### src/hw/rtl/mbe_pkg.sv
// ----------------------------------------------------------------------------
// mbe_pkg
// Shared widths, register codes, the queued point type and saturation helper
// for the escape-time pixel block.
// ----------------------------------------------------------------------------
package mbe_pkg;

   localparam int unsigned ITER_LIMIT_DEF = 1024;
   localparam int unsigned IMAGE_DIM_DEF  = 1024;

   localparam int unsigned COL_W       = 10;
   localparam int unsigned IDX_W       = 13;
   localparam int unsigned Q_W         = 32;
   localparam int unsigned STEP_W      = 31;
   localparam int unsigned PROD_W      = COL_W + STEP_W;
   localparam int unsigned WIDE_W      = 48;
   localparam int unsigned SQ_W        = 64;
   localparam int unsigned UPD_W       = 40;
   localparam int unsigned Q_FRAC      = 28;
   localparam int unsigned ITER_W      = 10;
   localparam int unsigned COLOR_W     = 8;
   localparam int unsigned CSR_IDX_W   = 2;
   localparam int unsigned CSR_DATA_W  = 32;
   localparam int unsigned REQ_DATA_W  = 24;
   localparam int unsigned RSP_DATA_W  = 56;
   localparam int unsigned QUEUE_DEPTH = 4;

   // 4.0 in the Q8.56 format of the squared magnitude
   localparam logic [SQ_W-1:0] ESCAPE_Q56 = 64'h0400_0000_0000_0000;

   localparam logic signed [Q_W-1:0] Q_MAX = 32'sh7FFF_FFFF;
   localparam logic signed [Q_W-1:0] Q_MIN = 32'sh8000_0000;

   localparam logic signed [Q_W-1:0] ORIGIN_RE_RST = -32'sd402653184;
   localparam logic signed [Q_W-1:0] ORIGIN_IM_RST = -32'sd268435456;
   localparam logic [STEP_W-1:0]     STEP_RE_RST   = 31'd764773;
   localparam logic [STEP_W-1:0]     STEP_IM_RST   = 31'd764773;

   typedef enum logic [CSR_IDX_W-1:0] {
      CSR_ORIGIN_RE = 2'd0,
      CSR_ORIGIN_IM = 2'd1,
      CSR_STEP_RE   = 2'd2,
      CSR_STEP_IM   = 2'd3
   } csr_reg_type;

   typedef struct packed {
      logic                  valid;
      logic [CSR_IDX_W-1:0]  index;
      logic [CSR_DATA_W-1:0] data;
   } csr_write_type;

   typedef struct packed {
      logic [COL_W-1:0]        col;
      logic [COL_W-1:0]        row;
      logic signed [Q_W-1:0]   c_re;
      logic signed [Q_W-1:0]   c_im;
   } point_type;

   typedef enum logic [1:0] {
      ENG_IDLE,
      ENG_MUL,
      ENG_TEST,
      ENG_DONE
   } eng_state_type;

   // clip a wide signed value to the Q4.28 range
   function automatic logic signed [Q_W-1:0] sat_q(input logic signed [WIDE_W-1:0] v);
      logic signed [Q_W-1:0] r;
      if (v[WIDE_W-1:Q_W-1] == {(WIDE_W-Q_W+1){v[WIDE_W-1]}}) begin
         r = v[Q_W-1:0];
      end else if (v[WIDE_W-1]) begin
         r = Q_MIN;
      end else begin
         r = Q_MAX;
      end
      return r;
   endfunction

endpackage

### src/hw/rtl/mbe_front.sv
// ----------------------------------------------------------------------------
// mbe_front
// Holds the coordinate registers, takes pixel items, clamps the indices and
// maps each pixel to its point c, then hands it to the queue.
// ----------------------------------------------------------------------------
module mbe_front #(
   parameter int unsigned IMAGE_DIM = mbe_pkg::IMAGE_DIM_DEF
) (
   input  logic                          clock,
   input  logic                          reset,
   input  mbe_pkg::csr_write_type        csr_wr,
   input  logic                          in_valid,
   output logic                          in_ready,
   input  logic [mbe_pkg::COL_W-1:0]     in_col,
   input  logic [mbe_pkg::COL_W-1:0]     in_row,
   output logic                          push_valid,
   input  logic                          push_ready,
   output mbe_pkg::point_type            push_item
);
   import mbe_pkg::*;

   logic signed [Q_W-1:0] origin_re_ff, origin_im_ff;
   logic [STEP_W-1:0]     step_re_ff, step_im_ff;

   logic                  s1_valid_ff, s1_valid_in;
   logic [COL_W-1:0]      col_ff, row_ff;
   logic [PROD_W-1:0]     prod_re_ff, prod_re_in;
   logic [PROD_W-1:0]     prod_im_ff, prod_im_in;
   logic [COL_W-1:0]      ci, ri;
   logic signed [WIDE_W-1:0] sum_re, sum_im;
   logic                  take;

   always_ff @(posedge clock) begin
      if (reset) begin
         origin_re_ff <= ORIGIN_RE_RST;
         origin_im_ff <= ORIGIN_IM_RST;
         step_re_ff   <= STEP_RE_RST;
         step_im_ff   <= STEP_IM_RST;
      end else if (csr_wr.valid) begin
         unique case (csr_reg_type'(csr_wr.index))
            CSR_ORIGIN_RE: origin_re_ff <= csr_wr.data;
            CSR_ORIGIN_IM: origin_im_ff <= csr_wr.data;
            CSR_STEP_RE:   step_re_ff   <= csr_wr.data[STEP_W-1:0];
            CSR_STEP_IM:   step_im_ff   <= csr_wr.data[STEP_W-1:0];
            default: ;
         endcase
      end
   end

   // indices past the image edge use the last pixel
   always_comb begin
      ci = in_col;
      ri = in_row;
      if (IDX_W'(in_col) >= IDX_W'(IMAGE_DIM)) begin
         ci = COL_W'(IMAGE_DIM - 1);
      end
      if (IDX_W'(in_row) >= IDX_W'(IMAGE_DIM)) begin
         ri = COL_W'(IMAGE_DIM - 1);
      end
      prod_re_in = PROD_W'(ci) * PROD_W'(step_re_ff);
      prod_im_in = PROD_W'(ri) * PROD_W'(step_im_ff);
   end

   assign in_ready    = !s1_valid_ff || push_ready;
   assign take        = in_valid && in_ready;
   assign s1_valid_in = take || (s1_valid_ff && !push_ready);

   always_ff @(posedge clock) begin
      if (reset) begin
         s1_valid_ff <= 1'b0;
      end else begin
         s1_valid_ff <= s1_valid_in;
      end
   end

   always_ff @(posedge clock) begin
      if (take) begin
         col_ff     <= in_col;
         row_ff     <= in_row;
         prod_re_ff <= prod_re_in;
         prod_im_ff <= prod_im_in;
      end
   end

   always_comb begin
      sum_re = WIDE_W'(origin_re_ff) + $signed(WIDE_W'(prod_re_ff));
      sum_im = WIDE_W'(origin_im_ff) + $signed(WIDE_W'(prod_im_ff));
      push_item.col  = col_ff;
      push_item.row  = row_ff;
      push_item.c_re = sat_q(sum_re);
      push_item.c_im = sat_q(sum_im);
   end

   assign push_valid = s1_valid_ff;

endmodule

### config.mk
export PLATFORM = sky130hd
export DESIGN_NAME = mbe_front
export DESIGN_NICKNAME = d
export VERILOG_FILES = /design/src/hw/rtl/mbe_pkg.sv /design/src/hw/rtl/mbe_front.sv
export SDC_FILE = /design/constraint.sdc
export NUM_CORES = 2
export LEC_CHECK = 0
export BUFFER_PORTS_ARGS = -buffer_cell sky130_fd_sc_hd__buf_2
export CORE_MARGIN = 10
export CORE_UTILIZATION = 35
export DETAILED_ROUTE_END_ITERATION = 10
export GPL_ROUTABILITY_DRIVEN = 0
export SYNTH_ARGS = -nofsm -noshare
export SYNTH_HDL_FRONTEND = slang
export SYNTH_SLANG_ARGS = --single-unit
### constraint.sdc
create_clock -name clock -period 6.7 [get_ports clock]
set_input_delay 0.335 -clock clock [delete_from_list [all_inputs] [get_ports clock]]
set_output_delay 0.335 -clock clock [all_outputs]
set_load 0.005 [all_outputs]
# Word level (Yosys, flattened, before mapping)
# Index checks and enable logic that the tools add are counted.
[word_totals] register_bits=229 input_bits=59 output_inout_bits=86 word_cells=33
[op_classes] addsub=2 multipliers=2 eq_ne=5 muxes=4 n_reduce_logical=11
[ops] cell="32-bit 2-to-1 mux" n=4
[ops] cell="32-bit by 42-bit adder with 43-bit output" n=2
[ops] cell="10-bit by 31-bit multiplier with 41-bit output" n=2
[ops] cell="16-bit == test" n=2
[ops] cell="2-bit AND reduction" n=4
[ops] cell="2-bit == test, second input constant" n=2
[ops] cell="2-bit by 1-bit == test with 1-bit output, second input constant" n=1
[ops] cell="1-bit logical AND" n=2
[ops] cell="1-bit zero test" n=2
[ops] cell="2-bit zero test" n=1
[ops] cell="1-bit logical OR" n=2

# Logic depth before layout (Yosys ltp)
[logic_depth] ltp_word=4 depth_mapped=24 ltp_nobuf=23

# Worst setup path before layout
# Ideal clock, no wire load.
[synth_path] path_type="input -> register" start="input port in_row[1] (netlist bit)" end="register prod_im_ff[37] (data pin)" setup_time_ns=0.195 t_arrival_ns=5.821 required_ns=6.505 slack_ns=0.684 stages=22 n_path_buf=1 cell_sequence="clkbuf_1 -> nand2_1 -> fa_1 -> inv_1 -> fa_1 -> fa_1 -> fa_1 -> inv_1 -> fa_1 -> inv_1 -> ha_1 -> a21oi_1 -> o21bai_1 -> a21o_1 -> a21o_1 -> a21o_1 -> a21o_1 -> a21o_1 -> o21ai_0 -> a21o_1 -> or4b_2 -> o311ai_0"
[synth_via] elab_chain_cells=1
[synth_lines] item="from (decl)" line="mbe_front.sv:15" rtl="input logic [mbe_pkg::COL_W-1:0] in_row,"
[synth_lines] item="10-bit by 31-bit multiplier with 41-bit output" line="mbe_front.sv:61" rtl="prod_im_in = PROD_W'(ri) * PROD_W'(step_im_ff);"
[synth_lines] item="net prod_im_in[37]" line="mbe_front.sv:28" rtl="logic [PROD_W-1:0] prod_im_ff, prod_im_in;"
[synth_lines] item="to (signal assigned)" line="mbe_front.sv:81" rtl="prod_im_ff <= prod_im_in;"
[synth_lines] item="to (decl)" line="mbe_front.sv:28"
# The timed path passes the listed nets, and every way through them passes these cells.
# A chain may end at the register's enable or synchronous reset.

# Worst setup path in the final report
[layout_path] start="register step_im_ff[8]" end="register prod_im_ff[40] (data pin)"
[layout_via] elab_chain_cells=1
[layout_lines] item="from (decl)" line="mbe_front.sv:23" rtl="logic [STEP_W-1:0] step_re_ff, step_im_ff;"
[layout_lines] item="from (signal assigned)" line="mbe_front.sv:44" rtl="CSR_STEP_IM: step_im_ff <= csr_wr.data[STEP_W-1:0];"
[layout_lines] item="10-bit by 31-bit multiplier with 41-bit output" line="mbe_front.sv:61"
[layout_lines] item="net prod_im_in[40]" line="mbe_front.sv:28"
# The timed path passes the listed nets, and every way through them passes these cells.

==> run_results.csv <==
group,metric,value,unit
synth,synth.top_cell.area_share,28.64,%
routing,drcViolationCount,0,
synth,synth_area_leaders,"fa_1 29%, edfxtp_1 9.5%, ha_1 9.1%",
critical_path,cp.arrival,6.65,ns
final_layout,fin_nets,4537,
final_layout,multi_input_area,24160,sq um
synth,yosysTopAreaCell,"fa_1",
synth,syn-cell-area,32300,sq um
timing,rsz0062_at_grt,"false",
synth,ys_ff_latch,229,
timing,hold_slack,0.04090,ns
cts,root_buffer,"clkbuf_16",
timing,finalCritPeriodShare,94.12,%
critical_path,critPathMaxFanout,9,
timing,skew,0.03416,ns
synth,avgSynthCellArea,8.689,sq um
critical_path,critical-path-max-stage-delay,0.58,ns
floorplan,die_y,323.8,microns
final_layout,filler_cell_count,9348,
grt,grt_pass1_vias,25690,
timing,worstMarginPinSlew,1.218,ns
synth,synth_nets,4474,
cts,path_clk_slew,0.07,ns
synth,postSynth.asyncResetShare,0,%
routing,num_vias,26070,
placement,io_buffers,144,
critical_path,path_class,"reg2reg",
cts,numCtsBuffers,29,
synth,synth_ff_type,"dfxtp_1",
worst_hold_path,hold_path.class,"in2reg",
final_layout,layout-drive-gt1-share,8.257,%
synth,syn_inst,3717,
cts,worstSkewPairLatency,0.61,ns
cts,cts.sinks,229,
timing,slew_headroom,18.68,%
critical_path,crit_chain,"buf_4 > nand2_1 > fa_1 > inv_1 > fa_1 > fa_1 > fa_1 > inv_1 > fa_1 > inv_1 > ha_1 > buf_4 > a21o_1 > a21o_1 > a2111oi_0 > nor3_1 > a41o_1 > a21oi_1 > o21bai_1 > a21oi_1 > xnor2_1",
cts,htreeDepth,1,
grt,grt_max_degree,78,
grt,grt_overflow_total,0,
critical_path,rrSetupSlack,0.39,ns
routing,routed_via_density,5.221,
timing,setup-violations-final,0,
synth,synth_common_cells,"644 x nand2_1, 462 x fa_1, 461 x inv_1",
grt,antenna_found_initial,16,
timing,fin_setup_tns,0,ns
floorplan,die_w,323.8,microns
synth,ys_types,89,
placement,dp_cells,4930,
flow_run,cap_viol_max_count,0,
synth,yosysWarnings,0,
critical_path,endpoint_kind,"flip-flop",
grt,grt_use_total,18.07,%
cts,max-clock-path-buffers,3,
routing,totalWireLength,95.22,mm
routing,dr.first_iter.drc_count,1934,
pwr,vdd_ir_drop_max,0.4765,mV
synth,synth_seq_area_share,17.36,%
routing,wl_per_cell,19.07,microns
critical_path,slowest_stage,"dfxtp_1",
floorplan,rows,111,
final_layout,seq_area,5607,sq um
timing,fmax,158.6,MHz
final_layout,area_growth_syn_to_layout,9.588,%
critical_path,path_common_cell,"fa_1",
timing,fin_crit,6.306,ns
placement,dpl.hpwl,76.58,mm
pwr,leakage,16.69,nW
floorplan,start_util,35.23,%
routing,firstDrtPassIters,6,
critical_path,cp-start-kind,"flip-flop",
final_layout,layout.cells.non_filler,4994,
floorplan,die_area,104800,sq um
floorplan,boundaryPins,145,
cts,postCtsSetupBuffers,0,
synth,synth_edf_count,102,
floorplan,core-area,91660,sq um
timing,maxSlewViolCount,0,
cts,cts_tree,"yes",
grt,grt_pass1_wl,149.2,mm
outcome,outcome,"completed",
synth,synth.most_common_cell,"nand2_1",
critical_path,required,7.05,ns
pwr,p_per_area,356.8,nW/um^2
routing,ant_nets,0,
timing,hold_viol,0,
area by class of cell:
| cell class | instances | share of cell area [%] |
|---|---|---|
| well taps | 1186 | 4.193 |
| flip-flops and latches | 229 | 15.84 |
| clock inverters | 14 | 0.4171 |
| inverters | 462 | 4.900 |
| repair buffers | 232 | 3.980 |
| diodes | 5 | 0.03535 |
| multi-input cells | 2826 | 68.26 |
| clock buffers | 40 | 2.372 |
state kept, by name (all words and copies together) (netlist names):
signal and flops:
prod_re_ff 41, origin_re_ff 32, push_valid 1, origin_im_ff 32
col_ff 10, prod_im_ff 41, row_ff 10, step_im_ff 31
step_re_ff 31
layout by cell type (no fill, tap or decap), types with 21 or more instances in the layout:
| cell type | count |
|---|---|
| buf_2 | 143 |
| o22ai_1 | 56 |
| nor2_1 | 96 |
| buf_4 | 83 |
| a21o_1 | 90 |
| o21ai_0 | 75 |
| clkbuf_16 | 31 |
| xor2_1 | 51 |
| nand2b_1 | 21 |
| and2_1 | 349 |
| nor3_1 | 36 |
| nand3_1 | 33 |
| o21bai_1 | 29 |
| xnor2_1 | 87 |
| inv_1 | 461 |
| ha_1 | 236 |
| o21a_1 | 24 |
| nand4_1 | 23 |
| dfxtp_1 | 126 |
| edfxtp_1 | 102 |
| a21oi_1 | 260 |
| nand2_1 | 644 |
| nand3b_1 | 38 |
| fa_1 | 462 |
worst max-delay path: cells and delay by family, from the launching register on:
family / cells / cell delay, ns
fa+ha+maj: 6 / 2.77
buf+inv: 5 / 0.51
xor+xnor: 1 / 0.11
compound gates: 7 / 1.75
simple gates: 2 / 0.30
flops: 1 / 0.58
what timing repair did:
item,4_1_cts,5_1_grt
endpoints found under the hold margin,6,0
setup endpoints to repair,0,1
hold buffers,5,0
gates resized for setup,0,2
cells by family after synthesis:
kind of cell	after synthesis	share of synthesized area, %
simple gates	1313	19.75
buf+inv	662	7.884
xor+xnor	138	3.742
fa+ha+maj	698	37.78
compound gates	676	13.45
flops	229	17.36
mux	1	0.03099
per-stage QoR:
stage                     setup WS [ns]  total power [W]  utilization, %  area, sq um
after floorplan                  0.6841         0.008724               -        32300
after global placement           0.2783          0.01090           37.47        34340
after detailed placement         0.2261          0.01095           37.47        34340
after CTS                        0.4016          0.01269           38.60        35380
after global routing            0.07711          0.01389           38.61        35390
final                            0.3937          0.01263           38.61        35390
final timing paths:
check	start	end	cells after the start
hold reg to reg	origin_re_ff[13]	origin_re_ff[13]	2
setup / recovery	step_im_ff[8]	prod_im_ff[40]	21
setup reg to reg	step_im_ff[8]	prod_im_ff[40]	21
hold / removal	csr_wr[7]	step_re_ff[7]	3
where the power goes:
group          switching (W)  total, W  internal [W]  leakage (nW)
combinational        0.00510   0.00877       0.00367          14.2
sequential          0.000137   0.00219       0.00205          2.03
clock               0.000708   0.00167      0.000961         0.486
total                0.00594    0.0126       0.00669          16.7
metal layers:
metal / track usage [%] / part of all wire [%] / up-vias
li1: - / - / 12240
met1: 25.23 / 45 / 12950
met2: 28.15 / 45 / 724
met3: 3.283 / 6.6 / 136
met4: 5.527 / 3.1 / 20
met5: 0 / 0.12 / -
(Power assumes the default switching activity.)
