==> config.mk <==
export PLATFORM = sky130hd
export DESIGN_NAME = mbe_queue
export DESIGN_NICKNAME = d
export VERILOG_FILES = /design/src/hw/rtl/mbe_pkg.sv /design/src/hw/rtl/mbe_queue.sv
export SDC_FILE = /design/constraint.sdc
export NUM_CORES = 1
export LEC_CHECK = 0
export ABC_AREA = 1
export BUFFER_PORTS_ARGS = -buffer_cell sky130_fd_sc_hd__buf_2
export CAP_MARGIN = 20
export CORE_UTILIZATION = 55
export DETAILED_ROUTE_END_ITERATION = 8
export PLACE_DENSITY = 0.73
export SETUP_SLACK_MARGIN = 0.15
export SYNTH_ARGS = -nofsm -noshare
export SYNTH_HDL_FRONTEND = slang
export SYNTH_SLANG_ARGS = --single-unit
==> constraint.sdc <==
create_clock -name clock -period 6.6 [get_ports clock]
set_clock_uncertainty 0.15 [all_clocks]
set_input_delay 0.33 -clock clock [delete_from_list [all_inputs] [get_ports clock]]
set_output_delay 0.33 -clock clock [all_outputs]
set_load 0.05 [all_outputs]
==> src/hw/rtl/mbe_pkg.sv <==
// ----------------------------------------------------------------------------
// mbe_pkg
// Shared widths, register codes, the queued point type and saturation helper
// for the escape-time pixel block.
// ----------------------------------------------------------------------------
package mbe_pkg;

   localparam int unsigned ITER_LIMIT_DEF = 1024;
   localparam int unsigned IMAGE_DIM_DEF  = 1024;

   localparam int unsigned COL_W       = 10;
   localparam int unsigned IDX_W       = 13;
   localparam int unsigned Q_W         = 32;
   localparam int unsigned STEP_W      = 31;
   localparam int unsigned PROD_W      = COL_W + STEP_W;
   localparam int unsigned WIDE_W      = 48;
   localparam int unsigned SQ_W        = 64;
   localparam int unsigned UPD_W       = 40;
   localparam int unsigned Q_FRAC      = 28;
   localparam int unsigned ITER_W      = 10;
   localparam int unsigned COLOR_W     = 8;
   localparam int unsigned CSR_IDX_W   = 2;
   localparam int unsigned CSR_DATA_W  = 32;
   localparam int unsigned REQ_DATA_W  = 24;
   localparam int unsigned RSP_DATA_W  = 56;
   localparam int unsigned QUEUE_DEPTH = 4;

   // 4.0 in the Q8.56 format of the squared magnitude
   localparam logic [SQ_W-1:0] ESCAPE_Q56 = 64'h0400_0000_0000_0000;

   localparam logic signed [Q_W-1:0] Q_MAX = 32'sh7FFF_FFFF;
   localparam logic signed [Q_W-1:0] Q_MIN = 32'sh8000_0000;

   localparam logic signed [Q_W-1:0] ORIGIN_RE_RST = -32'sd402653184;
   localparam logic signed [Q_W-1:0] ORIGIN_IM_RST = -32'sd268435456;
   localparam logic [STEP_W-1:0]     STEP_RE_RST   = 31'd764773;
   localparam logic [STEP_W-1:0]     STEP_IM_RST   = 31'd764773;

   typedef enum logic [CSR_IDX_W-1:0] {
      CSR_ORIGIN_RE = 2'd0,
      CSR_ORIGIN_IM = 2'd1,
      CSR_STEP_RE   = 2'd2,
      CSR_STEP_IM   = 2'd3
   } csr_reg_type;

   typedef struct packed {
      logic                  valid;
      logic [CSR_IDX_W-1:0]  index;
      logic [CSR_DATA_W-1:0] data;
   } csr_write_type;

   typedef struct packed {
      logic [COL_W-1:0]        col;
      logic [COL_W-1:0]        row;
      logic signed [Q_W-1:0]   c_re;
      logic signed [Q_W-1:0]   c_im;
   } point_type;

   typedef enum logic [1:0] {
      ENG_IDLE,
      ENG_MUL,
      ENG_TEST,
      ENG_DONE
   } eng_state_type;

   // clip a wide signed value to the Q4.28 range
   function automatic logic signed [Q_W-1:0] sat_q(input logic signed [WIDE_W-1:0] v);
      logic signed [Q_W-1:0] r;
      if (v[WIDE_W-1:Q_W-1] == {(WIDE_W-Q_W+1){v[WIDE_W-1]}}) begin
         r = v[Q_W-1:0];
      end else if (v[WIDE_W-1]) begin
         r = Q_MIN;
      end else begin
         r = Q_MAX;
      end
      return r;
   endfunction

endpackage

==> src/hw/rtl/mbe_queue.sv <==
// ----------------------------------------------------------------------------
// mbe_queue
// Short first-in first-out queue of mapped points between the front and the
// iteration engine.
// ----------------------------------------------------------------------------
module mbe_queue (
   input  logic                 clock,
   input  logic                 reset,
   input  logic                 push_valid,
   output logic                 push_ready,
   input  mbe_pkg::point_type   push_item,
   output logic                 pop_valid,
   input  logic                 pop_ready,
   output mbe_pkg::point_type   pop_item
);
   import mbe_pkg::*;

   localparam int unsigned PTR_W = $clog2(QUEUE_DEPTH);
   localparam int unsigned CNT_W = $clog2(QUEUE_DEPTH + 1);

   point_type          slot_ff [QUEUE_DEPTH];
   logic [PTR_W-1:0]   wr_ptr_ff, wr_ptr_in;
   logic [PTR_W-1:0]   rd_ptr_ff, rd_ptr_in;
   logic [CNT_W-1:0]   cnt_ff, cnt_in;
   logic               push, pop;

   assign push_ready = (cnt_ff != CNT_W'(QUEUE_DEPTH));
   assign pop_valid  = (cnt_ff != '0);
   assign push       = push_valid && push_ready;
   assign pop        = pop_valid && pop_ready;
   assign pop_item   = slot_ff[rd_ptr_ff];

   always_comb begin
      wr_ptr_in = push ? wr_ptr_ff + 1'b1 : wr_ptr_ff;
      rd_ptr_in = pop ? rd_ptr_ff + 1'b1 : rd_ptr_ff;
      cnt_in    = cnt_ff;
      if (push && !pop) begin
         cnt_in = cnt_ff + 1'b1;
      end else if (pop && !push) begin
         cnt_in = cnt_ff - 1'b1;
      end
   end

   always_ff @(posedge clock) begin
      if (reset) begin
         wr_ptr_ff <= '0;
         rd_ptr_ff <= '0;
         cnt_ff    <= '0;
      end else begin
         wr_ptr_ff <= wr_ptr_in;
         rd_ptr_ff <= rd_ptr_in;
         cnt_ff    <= cnt_in;
      end
   end

   always_ff @(posedge clock) begin
      if (push) begin
         slot_ff[wr_ptr_ff] <= push_item;
      end
   end

`ifndef ASSERT_OFF
   a_cnt_bound: assert property (@(posedge clock) disable iff (reset)
      cnt_ff <= CNT_W'(QUEUE_DEPTH))
      else $error("queue fill count beyond depth");

   a_cnt_up: assert property (@(posedge clock) disable iff (reset)
      push && !pop |=> cnt_ff == $past(cnt_ff) + 1'b1)
      else $error("queue count missed a push");

   a_cnt_down: assert property (@(posedge clock) disable iff (reset)
      pop && !push |=> cnt_ff == $past(cnt_ff) - 1'b1)
      else $error("queue count missed a pop");
`endif

endmodule

Word level (Yosys, flattened, before mapping). Memory sizes are Yosys's and may differ from the RTL's. A register that Yosys moved wholly into a read port is not among the register bits. Index checks and enable logic that the tools add are counted.

Equality and inequality tests: 1. Reduce and logical (&&, ||, !) cells: 8. Add/subtract/negate cells: 4. Multiplexer cells: 6.

Operator list (number): 3-bit 2-to-1 mux (2); 2-bit by 1-bit adder with 2-bit output (second input constant) (2); 1-bit logical AND (4); 2-bit 2-to-1 mux (2); 3-bit by 1-bit adder with 3-bit output (second input constant) (1); 3-bit inequality test (second input constant) (1); 3-bit nonzero test (1); 3-bit by 1-bit subtractor with 3-bit output (second input constant) (1); 1-bit zero test (2); 1-bit 2-to-1 mux (2); 2-bit nonzero test (1).

Logic and storage cells: 23. Bits in registers: 7. Output and inout port bits: 86. Memories kept: 1. Memory bits (writable): 336.

Memories: slot_ff (words 4, bits a word 84, rd ports 1, clocked after memory_dff 1, write ports 1, line mbe_queue.sv:21) `point_type slot_ff [QUEUE_DEPTH];`.

Longest topological paths before layout. Gate-level depths: netlist (run 1).

Depth after elaboration: 6. Mapped depth: 13. Depth with buffers taken out: 13.

Worst setup path after synthesis (run 1). Ideal clock, no wire load.

Kind: reg2reg. Start: register cnt_ff[0]. End: memory slot_ff[0][0] in the netlist's numbering, enable pin. Required time: 5.923 ns. Path slack: 1.325 ns. Stages on the path, launching flop included: 5. Arrival: 4.597 ns. Path buffers: 0. Path through: dfxtp_1 > nor2_1 > nand2_1 > nand2_1 > nor2_1.

Word-level cells in the longest chain between the ends: 4.

RTL lines: from (decl) (line mbe_queue.sv:24) `logic [CNT_W-1:0] cnt_ff, cnt_in;`; from (signal assigned) (line mbe_queue.sv:52) `cnt_ff <= cnt_in;`; 3-bit inequality test (line mbe_queue.sv:27) `assign push_ready = (cnt_ff != CNT_W'(QUEUE_DEPTH));`; named net push_ready (line mbe_queue.sv:10) `output logic push_ready,`; 1-bit logical AND (line mbe_queue.sv:29) `assign push = push_valid && push_ready;`; 1-bit 2-to-1 mux (line mbe_queue.sv:57) `if (push) begin`; 1-bit 2-to-1 mux (not written as such) (line mbe_queue.sv:58) `slot_ff[wr_ptr_ff] <= push_item;`; to (decl) (line mbe_queue.sv:21).

The timed path passes the listed nets, and every way through them passes these cells.

==> flow_summary.yaml, run 1 <==
synth:
  synth_top_cell_by_area: "edfxtp_1"
  synth_compound_area_share_pct: 12.5
  muxShareOfSynthArea_pct: 0
  ys_top_cells_by_area: "edfxtp_1 74%, o21ai_0 4.9%, nor2_1 3.9%"
  synthSimpleGateAreaFrac_pct: 7.87
  syn-cell-area_um2: 13600
  ys.flop_type: "edfxtp_1"
  synthXorXnorAreaFrac_pct: 0.0646
  syn_nets: 974
  postSynthAreaPerCell_um2: 15.4
  synth_cell_types: 23
  synth_top_cell_area_share_pct: 74.4
  yosys-top-cells-count: "336 x edfxtp_1, 142 x nor2_1, 133 x o21ai_0, 44 x o22ai_1"
  synth_top_family_by_area: "compound AO/OA/AOI/OAI gates"
  ys_seq_elements: 345
  synth-seq-area-share_pct: 75.7
  synth_fa_ha_area_share_pct: 0.609
  ys_async_sr_fraction_pct: 0
  post-synth-top-count-cell: "edfxtp_1"
  synth_cells: 880
  yosysWarnings: 0
  synth_edf_count: 336
finish:
  fin_util_pct: 68.4
  seq_area_um2: 10300
  drive_gt1_share_pct: 29.7
  multi_input_area_um2: 2890
  fillers: 1659
  area_growth_syn_to_layout_pct: 22.4
  final_nets: 1228
global_route:
  grt_pass1_wl_um: 43100
  grt_pass1_vias: 7987
  track_usage_pct: 21.7
  grt_max_degree: 136
  overflow: 0
  antenna_found_initial: 2
pwr:
  pwr_density_cell_nw_per_um2: 420
  sw_frac_of_total_pct: 38.0
  leakagePower_nw: 5.80
  irDropWorstVdd_uv: 381
  netSwitchingPower_mw: 2.65
  power_frac_seq_pct: 39.8
  power.share.clock_pct: 27.1
  p_comb_share_pct: 33.1
  cellInternalPower_mw: 4.33
floorplan:
  floorplan.initialDensity_pct: 55.9
  die_w_um: 159
  pin_count: 174
  row_count: 57
  design.core.area_um2: 24200
  die_area_um2: 25300
  die_h_um: 159
worst_setup_path:
  reg2reg_slack_ps: 3450
  cp_max_fo: 85
  crit_required_ps: 6120
  r2r_cells: 5
  critPathLaunchType: "flip-flop"
  rr_endpoint: "slot_ff[0][47]"
  worstSetupEndpoint: "pop_item[73]"
  cp.arrival_ps: 3510
  cp-end-kind: "output port"
  crit_type: "flip-flop to output port"
  r2r_start: "cnt_ff[0]"
cts:
  clk_pin_slew_ps: 60
  clockBufferDepth: 3
  post_cts_resized: 0
  cts-buffers-inserted: 35
  cts_max_level: 2
  cts_setup_buffers: 0
  clk_latency_ps: 500
  cts.root.buffer_cell: "clkbuf_16"
  cts_hold_buf: 88
  cts_tree: "done"
  cts.sinks: 345
drt:
  wl_per_cell_um: 18.5
  drt.antenna.violating_nets: 0
  vias: 8147
  drt_iter0_drc: 709
  avgViaCountPerCell: 5.48
  wl_um: 27400
  dr.pass1.iters: 5
  route.detailed.drc: 0
sta:
  slew_headroom_pct: 28.7
  worst_pin_slew_ps: 1070
  layout_min_cycle_time_ps: 3990
  post-route-period-util_pct: 60.5
  fmax_mhz: 250
  drv_slew: 0
  final.setup.tns_ps: 0
  hold_ws_ps: 356
  hold_viol: 0
  rsz0062_at_grt: "false"
  setup_violations: 0
  setup_slack_ps: 2610
placement:
  hpwlAfterDp_um: 14400
  pre_cts_ws_ps: 3200
  portBuffers: 173
  place_congestion: 0.748
hold_path:
  whs_path_depth: 2
  hp-class: "flip-flop to flip-flop"
outcome:
  status: "complete, no violations"
job:
  drv_cap: 0
-- through the flow --
stage | instance area, µm² | power (mW) | cells
5_1_grt | 16600 | 7.25 | 1486
4_1_cts | 16600 | 7.02 | 1484
6_report | 16600 | 6.98 | 1486
3_3_place_gp | 14600 | 5.05 | 1332
2_1_floorplan | 13600 | 4.62 | 880
3_5_place_dp | 14600 | 5.09 | 1333
-- worst max-delay path, cell delays in order (launching register included) --
cell and delay [ps]:
dfxtp_2 310, buf_4 700, clkinv_2 770, buf_4 580
o21ai_0 220, o22ai_2 120, buf_2 230
-- cells in the final DEF, fill, tap and decap left out, types with 16 or more instances in the layout --
master,n
o22ai_2,40
o21ai_0,133
clkbuf_16,37
nor2_1,138
o21ai_2,16
nor2_4,44
o21ai_1,20
dlygate4sd3_1,88
edfxtp_1,336
o22ai_1,44
buf_2,173
-- registers in the layout (all words and copies together), names as in the netlist, named ones only --
| signal | flops |
|---|---|
| rd_ptr_ff | 2 |
| slot_ff | 336 |
| wr_ptr_ff | 2 |
| cnt_ff | 3 |
-- power groups by stage --
stage / Sequential, mW / Clock, mW / Combinational (mW)
after floorplan: 2.79 / 0 / 1.84
after global placement: 2.81 / 0 / 2.24
after detailed placement: 2.82 / 0 / 2.27
after CTS: 2.78 / 1.92 / 2.32
after global routing: 2.80 / 2.01 / 2.44
final: 2.78 / 1.89 / 2.31
-- metal layers --
metal	GRT usage, %	vias up	wire length [µm]
met1	30.9	4030	12000
met3	3.31	56	1360
met4	7.17	0	745
met2	34.6	249	13300
li1	-	3812	-
met5	0	-	0
-- worst min path at each step --
stage / start / to / slack, ps
CTS: rd_ptr_ff[1] / flip-flop / 350
finish: rd_ptr_ff[1] / flip-flop / 360
global route: rd_ptr_ff[1] / flip-flop / 370
floorplan: reset / flip-flop / 250
global placement: rd_ptr_ff[1] / flip-flop / 330
detailed placement: rd_ptr_ff[1] / flip-flop / 340
-- cells by family (layout without fill, tap and decap cells) --
group / count (synthesis) / after routing
flops: 345 / 345
compound gates: 256 / 256
simple gates: 202 / 202
buf+inv: 70 / 350
fa+ha+maj: 6 / 6
xor+xnor: 1 / 1
other cells: 0 / 2
-- area by class of cell --
class,count,area share (%)
flip-flops and latches,345,61.9
multi-input cells,465,17.4
repair buffers,271,11.1
clock buffers,44,5.86
well taps,324,2.44
clock inverters,19,0.875
inverters,16,0.415
diodes,2,0.0302
No activity file was read; power rests on OpenSTA's default activity.
==> run 2: changes to the inputs <==
--- a/config.mk
+++ b/config.mk
@@ -8,7 +8,7 @@
 export ABC_AREA = 1
 export BUFFER_PORTS_ARGS = -buffer_cell sky130_fd_sc_hd__buf_2
 export CAP_MARGIN = 20
-export CORE_UTILIZATION = 55
+export CORE_UTILIZATION = 52
 export DETAILED_ROUTE_END_ITERATION = 8
 export PLACE_DENSITY = 0.73
 export SETUP_SLACK_MARGIN = 0.15
==> constraint.sdc (replaced) <==
create_clock -name clock -period 3.22 [get_ports clock]
set_clock_uncertainty 0.15 [all_clocks]
set_input_delay 0.161 -clock clock [delete_from_list [all_inputs] [get_ports clock]]
set_output_delay 0.161 -clock clock [all_outputs]
set_load 0.05 [all_outputs]
==> flow_summary.yaml, run 2 (synthesized netlist as in run 1, its figures left out) <==
cts:
  clockBufferDepth: 3
  clk_pin_slew_ps: 60
  cts.sinks: 345
  cts_setup_buffers: 0
  clk_latency_ps: 490
  post_cts_resized: 0
  cts-buffers-inserted: 35
  cts_hold_buf: 88
  cts_max_level: 2
  cts_tree: "done"
  cts.root.buffer_cell: "clkbuf_16"
sta:
  hold_ws_ps: 264
  final.setup.tns_ps: 0
  layout_min_cycle_time_ps: 2650
  fmax_mhz: 377
  drv_slew: 0
  hold_viol: 0
  post-route-period-util_pct: 82.3
  setup_violations: 0
  setup_slack_ps: 569
  slew_headroom_pct: 47.8
  worst_pin_slew_ps: 784
  rsz0062_at_grt: "false"
worst_setup_path:
  crit_required_ps: 2910
  path_depth: 4
  critPathLaunchType: "flip-flop"
  crit_buf_inv: 2
  cp-end-kind: "output port"
  cp.arrival_ps: 2340
  cp_max_fo: 168
  slowest_delay_ps: 460
  r2r_cells: 9
  slowest_stage: "buf_12"
  cp_cell_sequence: "buf_12, o21ai_0, o22ai_1, buf_2"
  crit_family: "buffers and inverters"
  crit_type: "flip-flop to output port"
drt:
  wl_per_cell_um: 17.8
  drt_iter0_drc: 559
  vias: 8074
  avgViaCountPerCell: 5.40
  wl_um: 26600
  route.detailed.drc: 0
  dr.pass1.iters: 4
  drt.antenna.violating_nets: 0
finish:
  final_common_cell: "edfxtp_1"
  final_cell_mix: "336 x edfxtp_1, 173 x buf_2, 138 x nor2_1, 133 x o21ai_0, 88 x dlygate4sd3_1"
  antennaDiodeCount: 0
  top_register: "slot_ff"
  drive_gt1_share_pct: 29.2
  final_area_um2: 16700
  fillers: 1814
  fin_util_pct: 65.7
  largest_reg_flops: 336
  area_growth_syn_to_layout_pct: 23.1
  layout.cells.non_filler: 1496
  final_nets: 1235
  largestRegisters: "slot_ff x336, cnt_ff x3"
placement:
  place_inst: 1346
  hpwlAfterDp_um: 14200
  pre_cts_ws_ps: 972
  placed_cell_area_um2: 14700
  portBuffers: 173
  place_congestion: 0.767
floorplan:
  die_w_um: 163
  die_h_um: 163
  design.core.area_um2: 25400
  pin_count: 174
  die_area_um2: 26700
  row_count: 58
  floorplan.initialDensity_pct: 53.4
global_route:
  grt_pass1_vias: 7962
  grt_max_degree: 169
  track_usage_pct: 20.1
  grt_pass1_wl_um: 41100
  overflow: 0
  antenna_found_initial: 0
pwr:
  pwr_density_cell_nw_per_um2: 853
  total_power_mw: 14.2
  irDropWorstVdd_uv: 642
  leakagePower_nw: 5.82
job:
  drv_cap: 0
hold_path:
  hp-class: "primary input to flip-flop"
  whs_path_depth: 2
outcome:
  status: "complete, no violations"
[run 2: routing by layer]
metal	global-route usage, %	share of wire (%)	routed length, µm	vias up
met3	4.06	6.2	1650	43
met5	0	0	0	-
met2	34.4	50	13200	242
met1	26.0	42	11200	3956
met4	6.19	2.0	520	0
li1	-	-	-	3833
[run 2: final cells by class]
cell class	instances	area [µm²]	share of cell area (%)
clock buffers	47	963	5.77
clock inverters	15	119	0.712
inverters	16	68.8	0.412
multi-input cells	465	2890	17.3
flip-flops and latches	345	10300	61.6
well taps	330	413	2.47
repair buffers	278	1960	11.8
[run 2: path summary, 6_finish.rpt]
| check | end | start | slack [ps] |
|---|---|---|---|
| worst max register to register | cnt_ff[1] | cnt_ff[0] | 950 |
| worst min-delay path | slot_ff[0][62] | push_item[62] | 260 |
| worst min register to register | flip-flop | rd_ptr_ff[1] | 360 |
| worst max-delay path | pop_item[37] | flip-flop | 570 |
[run 2: power by group]
part	switching [mW]	internal, mW
Clock	1.53	2.26
Sequential	0.136	5.46
Combinational	3.70	1.16
[run 2: worst register-to-register path: cells and delay by family, from the launching register on]
family                     cells  cell delay [ps]
and+or+nand+nor                4              660
adders and majority gates      2              630
DFF                            1              340
buffers and inverters          2              190
AOI/OAI and AO/OA              1              190
